$ cat config.mk
export PLATFORM = sky130hd
export DESIGN_NAME = i2c_target_register_file_top
export DESIGN_NICKNAME = d
export VERILOG_FILES = /design/src/rtl/i2crf_pkg.sv /design/src/rtl/i2c_target_register_file_top.sv /design/src/rtl/i2crf_ram.sv
export SDC_FILE = /design/constraint.sdc
export NUM_CORES = 1
export LEC_CHECK = 0
export BUFFER_PORTS_ARGS = -buffer_cell sky130_fd_sc_hd__buf_2
export CAP_MARGIN = 20
export CORE_MARGIN = 3
export CORE_UTILIZATION = 56
export CTS_BUF_LIST = sky130_fd_sc_hd__clkbuf_8
export CTS_CLUSTER_SIZE = 14
export DETAILED_ROUTE_END_ITERATION = 8
export PLACE_DENSITY = 0.76
export SYNTH_ARGS = -nofsm -noshare
export SYNTH_HDL_FRONTEND = slang
export SYNTH_SLANG_ARGS = --single-unit
$ cat constraint.sdc
create_clock -name i_clk -period 8.1 [get_ports i_clk]
set_input_delay 0 -clock i_clk [delete_from_list [all_inputs] [get_ports i_clk]]
set_output_delay 0 -clock i_clk [all_outputs]
set_load 0.1 [all_outputs]
$ cat src/rtl/i2crf_pkg.sv
package i2crf_pkg;

    localparam logic [2:0] CMD_START    = 3'd0;
    localparam logic [2:0] CMD_BYTE     = 3'd1;
    localparam logic [2:0] CMD_ACK_SLOT = 3'd2;
    localparam logic [2:0] CMD_HWRITE   = 3'd3;
    localparam logic [2:0] CMD_HREAD    = 3'd4;
    localparam logic [2:0] CMD_HCLEAR   = 3'd5;

    localparam logic CFG_OWN_ADDR = 1'b0;
    localparam logic CFG_WR_MASK  = 1'b1;

    localparam int ADDR_RW_BIT = 0;

    typedef struct packed {
        logic [2:0] command;
        logic [7:0] bus_byte;
        logic       master_nack;
        logic [2:0] host_index;
        logic [7:0] host_data;
    } t_in;

    typedef struct packed {
        logic       ack;
        logic       tx_valid;
        logic [7:0] tx_byte;
        logic [7:0] host_read_data;
        logic [7:0] changed_bits;
    } t_out;

endpackage

$ cat src/rtl/i2c_target_register_file_top.sv
// Channel | Valid      | Stall       | Payload
// --------+------------+-------------+-------------------------------
// input   | i_in_valid | o_in_stall  | i_in  (i2crf_pkg::t_in)
// output  | o_out_valid| i_out_stall | o_out (i2crf_pkg::t_out)
// config  | i_cfg_we   | -           | i_cfg_index, i_cfg_data
//
// One beat in per cycle while o_in_stall is low; each result passes through the
// register file read in the RAM, then the output register, before it is shown.
// Phase, pointer, changed mask and per-entry valid bits live in flip-flops; an
// entry never written since reset reads as zero. No clearing pass is needed.
// Synchronous active-low reset. Output stall backs up through one pending stage.
module i2c_target_register_file_top #(
    parameter int REG_COUNT = 8
) (
    input  logic            i_clk,
    input  logic            i_rst_n,
    input  logic            i_cfg_we,
    input  logic            i_cfg_index,
    input  logic [7:0]      i_cfg_data,
    input  logic            i_in_valid,
    output logic            o_in_stall,
    input  i2crf_pkg::t_in  i_in,
    output logic            o_out_valid,
    input  logic            i_out_stall,
    output i2crf_pkg::t_out o_out
);

    import i2crf_pkg::*;

    localparam int PW         = $clog2(REG_COUNT);
    localparam int SLOT_RECIP = (2048 + REG_COUNT - 1) / REG_COUNT;

    typedef enum logic [4:0] {
        PH_IDLE   = 5'b00001,
        PH_ADDR   = 5'b00010,
        PH_WINDEX = 5'b00100,
        PH_WDATA  = 5'b01000,
        PH_READ   = 5'b10000
    } t_phase;

    typedef struct packed {
        logic       ack;
        logic       tx_valid;
        logic       sel_tx;
        logic       sel_hrd;
        logic       hit;
        logic [7:0] changed;
    } t_s1;

    // Reduce by reciprocal multiplication; exact for every 8-bit value.
    function automatic logic [PW-1:0] f_slot(input logic [7:0] n);
        logic [18:0] prod;
        logic [7:0]  quot;
        logic [7:0]  rest;
        prod = {11'd0, n} * 19'(SLOT_RECIP);
        quot = prod[18:11];
        rest = n - 8'(quot * 8'(REG_COUNT));
        return rest[PW-1:0];
    endfunction

    function automatic logic [PW-1:0] f_next(input logic [PW-1:0] s);
        if (s == PW'(REG_COUNT - 1)) begin
            return '0;
        end
        return s + PW'(1);
    endfunction

    logic [6:0]           r_own;
    logic [7:0]           r_wmask;
    t_phase               r_phase, n_phase;
    logic [PW-1:0]        r_ptr, n_ptr;
    logic [7:0]           r_chg, n_chg;
    logic [REG_COUNT-1:0] r_vld;
    logic                 r_s1_valid;
    t_s1                  r_s1, n_s1;
    logic                 r_out_valid;
    t_out                 r_out;

    logic          accept, s1_move;
    logic          ram_we, ram_re;
    logic [PW-1:0] ram_waddr, ram_raddr;
    logic [7:0]    ram_wdata, ram_rdata, rd_val, bit_sel;

    assign s1_move    = !r_out_valid || !i_out_stall;
    assign o_in_stall = r_s1_valid && !s1_move;
    assign accept     = i_in_valid && !o_in_stall;

    always_comb begin
        n_phase   = r_phase;
        n_ptr     = r_ptr;
        n_chg     = r_chg;
        n_s1      = '0;
        ram_we    = 1'b0;
        ram_re    = 1'b0;
        ram_waddr = r_ptr;
        ram_raddr = r_ptr;
        ram_wdata = i_in.bus_byte;
        bit_sel   = 8'd1 << r_ptr;
        if (accept) begin
            unique case (i_in.command)
                CMD_START: begin
                    n_phase = PH_ADDR;
                end
                CMD_BYTE: begin
                    unique case (r_phase)
                        PH_ADDR: begin
                            if (i_in.bus_byte[7:1] == r_own) begin
                                n_s1.ack = 1'b1;
                                if (i_in.bus_byte[ADDR_RW_BIT]) begin
                                    n_phase       = PH_READ;
                                    n_s1.tx_valid = 1'b1;
                                    n_s1.sel_tx   = 1'b1;
                                    ram_re        = 1'b1;
                                    n_ptr         = f_next(r_ptr);
                                end else begin
                                    n_phase = PH_WINDEX;
                                end
                            end else begin
                                n_phase = PH_IDLE;
                            end
                        end
                        PH_WINDEX: begin
                            n_ptr    = f_slot(i_in.bus_byte);
                            n_phase  = PH_WDATA;
                            n_s1.ack = 1'b1;
                        end
                        PH_WDATA: begin
                            if ((r_wmask & bit_sel) != 8'd0) begin
                                ram_we = 1'b1;
                                n_chg  = r_chg | bit_sel;
                            end
                            n_ptr    = f_next(r_ptr);
                            n_s1.ack = 1'b1;
                        end
                        default: begin
                        end
                    endcase
                end
                CMD_ACK_SLOT: begin
                    if (r_phase == PH_READ) begin
                        if (i_in.master_nack) begin
                            n_phase = PH_IDLE;
                        end else begin
                            n_s1.tx_valid = 1'b1;
                            n_s1.sel_tx   = 1'b1;
                            ram_re        = 1'b1;
                            n_ptr         = f_next(r_ptr);
                        end
                    end
                end
                CMD_HWRITE: begin
                    ram_we    = 1'b1;
                    ram_waddr = f_slot({5'b00000, i_in.host_index});
                    ram_wdata = i_in.host_data;
                end
                CMD_HREAD: begin
                    ram_re       = 1'b1;
                    ram_raddr    = f_slot({5'b00000, i_in.host_index});
                    n_s1.sel_hrd = 1'b1;
                end
                CMD_HCLEAR: begin
                    n_s1.changed = r_chg;
                    n_chg        = '0;
                end
                default: begin
                end
            endcase
        end
        n_s1.hit = r_vld[ram_raddr];
    end

    i2crf_ram #(
        .WIDTH (8),
        .DEPTH (REG_COUNT)
    ) u_regs (
        .i_clk   (i_clk),
        .i_we    (ram_we),
        .i_waddr (ram_waddr),
        .i_wdata (ram_wdata),
        .i_re    (ram_re),
        .i_raddr (ram_raddr),
        .o_rdata (ram_rdata)
    );

    assign rd_val = r_s1.hit ? ram_rdata : 8'd0;

    always_ff @(posedge i_clk) begin
        if (!i_rst_n) begin
            r_own       <= '0;
            r_wmask     <= '0;
            r_phase     <= PH_IDLE;
            r_ptr       <= '0;
            r_chg       <= '0;
            r_vld       <= '0;
            r_s1_valid  <= 1'b0;
            r_out_valid <= 1'b0;
        end else begin
            if (i_cfg_we) begin
                unique case (i_cfg_index)
                    CFG_OWN_ADDR: r_own   <= i_cfg_data[6:0];
                    CFG_WR_MASK:  r_wmask <= i_cfg_data;
                    default: begin
                    end
                endcase
            end
            r_phase <= n_phase;
            r_ptr   <= n_ptr;
            r_chg   <= n_chg;
            if (ram_we) begin
                r_vld[ram_waddr] <= 1'b1;
            end
            if (accept) begin
                r_s1_valid <= 1'b1;
            end else if (s1_move) begin
                r_s1_valid <= 1'b0;
            end
            if (s1_move) begin
                r_out_valid <= r_s1_valid;
            end
        end
    end

    always_ff @(posedge i_clk) begin
        if (accept) begin
            r_s1 <= n_s1;
        end
        if (s1_move && r_s1_valid) begin
            r_out.ack            <= r_s1.ack;
            r_out.tx_valid       <= r_s1.tx_valid;
            r_out.tx_byte        <= r_s1.sel_tx ? rd_val : 8'd0;
            r_out.host_read_data <= r_s1.sel_hrd ? rd_val : 8'd0;
            r_out.changed_bits   <= r_s1.changed;
        end
    end

    assign o_out_valid = r_out_valid;
    assign o_out       = r_out;

endmodule

$ cat src/rtl/i2crf_ram.sv
module i2crf_ram #(
    parameter int WIDTH = 8,
    parameter int DEPTH = 8
) (
    input  logic                     i_clk,
    input  logic                     i_we,
    input  logic [$clog2(DEPTH)-1:0] i_waddr,
    input  logic [WIDTH-1:0]         i_wdata,
    input  logic                     i_re,
    input  logic [$clog2(DEPTH)-1:0] i_raddr,
    output logic [WIDTH-1:0]         o_rdata
);

    logic [WIDTH-1:0] r_mem [DEPTH];
    logic [WIDTH-1:0] r_rdata;

    always_ff @(posedge i_clk) begin
        if (i_we) begin
            r_mem[i_waddr] <= i_wdata;
        end
        if (i_re) begin
            r_rdata <= r_mem[i_raddr];
        end
    end

    assign o_rdata = r_rdata;

endmodule

==> results.toml <==
[setup_path]
reg2reg_to = "u_regs.r_mem[3][1]$_DFFE_PP_"
worstPathMaxFanout = 14
cp_data_required_time_ns = 8.16
cp_slowest_stage_delay_ns = 0.60
cp-start-kind = "register"
crit_start = "o_out_valid$_SDFFE_PN0N_"
worstRegToRegCells = 7
cp.arrival_ns = 3.02
slowest_stage = "nor2_1"
crit_chain = "nand3_1 -> nand2_1 -> inv_1 -> nand4_1 -> nor2b_1 -> a22oi_1 -> nor2_1"
crit_type = "reg -> reg"
regToRegSetupSlack_ns = 5.15
critPathCapture = "u_regs.r_mem[3][1]$_DFFE_PP_"
end_kind = "register"
rr_startpoint = "o_out_valid$_SDFFE_PN0N_"

[worst_hold_path]
hold_path_class = "in -> reg"
holdCritStartpoint = "i_in[22]"
min_path_cells = 3

[clock_tree]
clkLatencyLatePin_ns = 0.43
cts_inserted_buffers = 17
cts_htree_levels = 4
cts.path.max_buffers = 2
clock_sinks = 151
cts_tree = "built"
post_cts_resized = 0
clockRootBuffer = "clkbuf_8"
path_clk_slew_ns = 0.08

[sta]
rsz0062_at_grt = "no"
clock_skew_ns = 0.0119
hold_viol_final = 0
setup_tns_ns = 0
drv_slew = 0
fmax_mhz = 339
slew_headroom_pct = 34.0
period_share_pct = 36.4
setup_slack_ns = 5.15
fin_crit_ns = 2.95
worst_pin_slew_ns = 0.969
setup_viol = 0

[global_route]
antenna_found_initial = 1
grt-ovfl-total = 0
grt_pass1_wl_mm = 21.4
grt_max_degree = 37
grt_use_total_pct = 21.6
first_global_vias = 4286

[route]
postRouteAntennaNets = 0
wl_per_cell_um = 17.6
wl_mm = 13.2
drtIter0Drc = 349
drcViolationCount = 0
vias_per_cell = 5.80
num_vias = 4365
firstDrtPassIters = 6

[final_layout]
drive_above_1_share_pct = 20.1
diodes = 0
area_growth_pct = 15.4
fin_nets = 642
finalInstanceArea_um2 = 7280
final_common_cell = "edfxtp_1"
final_cell_mix = "edfxtp_1, nand2_1, buf_2, dfxtp_1, nor2_1"
fillers = 812

[synthesis]
synth.area.mux_share_pct = 4.20
yosys.area_share.simple_pct = 18.0
yosysWarnings = 0
syn-num-nets = 556
ys_types = 55
synth_xor_area_share_pct = 1.11
ys.flop_type = "edfxtp_1"
synth_compound_area_share_pct = 8.25
synth-seq-area-share_pct = 65.3
netlist_area_um2 = 6310
syn_area_per_cell_um2 = 12.3
synthArstFlopShare_pct = 0
synth_edf_count = 110
synth_top_family_by_area = "simple AND/OR/NAND/NOR gates"
synth-seq-cells = 151
synthAdderAreaFrac_pct = 1.19
syn_inst = 513

[die]
fp.dieH_um = 112
rows = 38
start_util_pct = 57.7
core_area_um2 = 10900
chipWidth_um = 112
fp.dieArea_um2 = 12600
io_pins = 65

[flow_run]
maxCapViolCount = 0

[status]
status = "finished clean"

[placed_design]
hpwlAfterDp_mm = 9.33
dpl_cell_area_um2 = 6720
gp_congestion = 0.954
place_ws_ns = 5.17
portBuffers = 64

[power_and_ir_drop]
pwr_density_cell_nw_per_um2 = 212
peakVddDrop_mv = 0.153
p_leak_nw = 2.72
-- worst min path at each step --
stage / to / slack, ns
final: r_phase[1]$_SDFFE_PN0P_ / 0.02
after global routing: r_phase[1]$_SDFFE_PN0P_ / 0.02
after CTS: r_phase[1]$_SDFFE_PN0P_ / 0.006
after detailed placement: r_own[5]$_SDFFE_PN0P_ / 0.27
after global placement: r_own[4]$_SDFFE_PN0P_ / 0.26
after floorplan: r_s1_valid$_SDFFE_PN0P_ / 0.12
-- sequential cells by signal, indices dropped and copies added, names as in the netlist --
signal,flops
o_out,26
r_wmask,8
u_regs.o_rdata,8
r_own,7
r_chg,8
r_s1_valid,1
r_s1,12
u_regs.r_mem,64
r_vld,8
r_phase,5
r_ptr,3
o_out_valid,1
-- worst max-delay path, delay by kind of cell, from the launching register on --
| family | cells | cell delay [ns] |
|---|---|---|
| simple gates | 5 | 1.54 |
| buf+inv | 1 | 0.44 |
| flops | 1 | 0.35 |
| compound gates | 1 | 0.25 |
-- cells in the mapped netlist (all sizes together), types with 2 or more instances --
library cell / instances / share of area [%]
edfxtp: 110 / 52
nand2: 92 / 5.5
dfxtp: 41 / 13
nor2: 35 / 2.1
and3: 34 / 3.4
a21oi: 31 / 2.5
nand3: 29 / 2.5
mux2i: 14 / 2.4
o21ai: 14 / 1.2
mux2: 10 / 1.8
a32oi: 9 / 1.2
buf: 9 / 0.79
clkbuf: 8 / 0.79
nor2b: 8 / 0.83
a32o: 6 / 0.95
ha: 6 / 1.2
inv: 6 / 0.36
nand2b: 6 / 0.59
xnor2: 5 / 0.69
nor3: 4 / 0.40
nor3b: 4 / 0.65
nor4: 4 / 0.63
xor2: 3 / 0.42
a221oi: 2 / 0.28
a22o: 2 / 0.28
a311oi: 2 / 0.28
and2: 2 / 0.22
nand4: 2 / 0.20
-- stage by stage --
step                total power [mW]  util [%]  cells  hold slack [ns]
floorplan                      0.971         -    513            0.121
global placement                1.01      61.4    701            0.259
detailed placement              1.01      61.4    701            0.267
CTS                             1.55      66.5    751          0.00615
global route                    1.60      66.6    752           0.0242
finish                          1.54      66.6    752           0.0243
-- what timing repair did --
action	4_1_cts	5_1_grt
endpoints found under the setup margin	0	0
buffers inserted	0	0
hold endpoints to repair	30	0
hold buffers	18	0
-- logic make-up after synthesis --
kind of cell / count (synthesis)
compound gates: 76
simple gates: 225
mux: 24
buf+inv: 23
flops: 151
xor+xnor: 8
fa+ha+maj: 6
-- cell type report --
class	instances	area, µm²	area share [%]
multi-input combinational	339	2070	28.4
tap	140	175	2.41
clock inverter	15	144	1.98
timing repair buffer	84	513	7.04
inverter	6	22.5	0.309
sequential	151	4120	56.6
clock buffer	17	234	3.21
-- metal layers --
metal  routed length [µm]  vias up  global-route usage (%)
li1                     -     2067                       -
met1                 5470     2052                    27.7
met2                 6270      216                    35.6
met3                 1270       28                    6.47
met4                  216        2                    7.13
met5                    7        -                       0
-- power breakdown --
| group | internal, mW | switching, mW |
|---|---|---|
| Clock | 0.250 | 0.293 |
| Sequential | 0.845 | 0.00895 |
| Combinational | 0.0413 | 0.105 |
(Power assumes the default switching activity.)
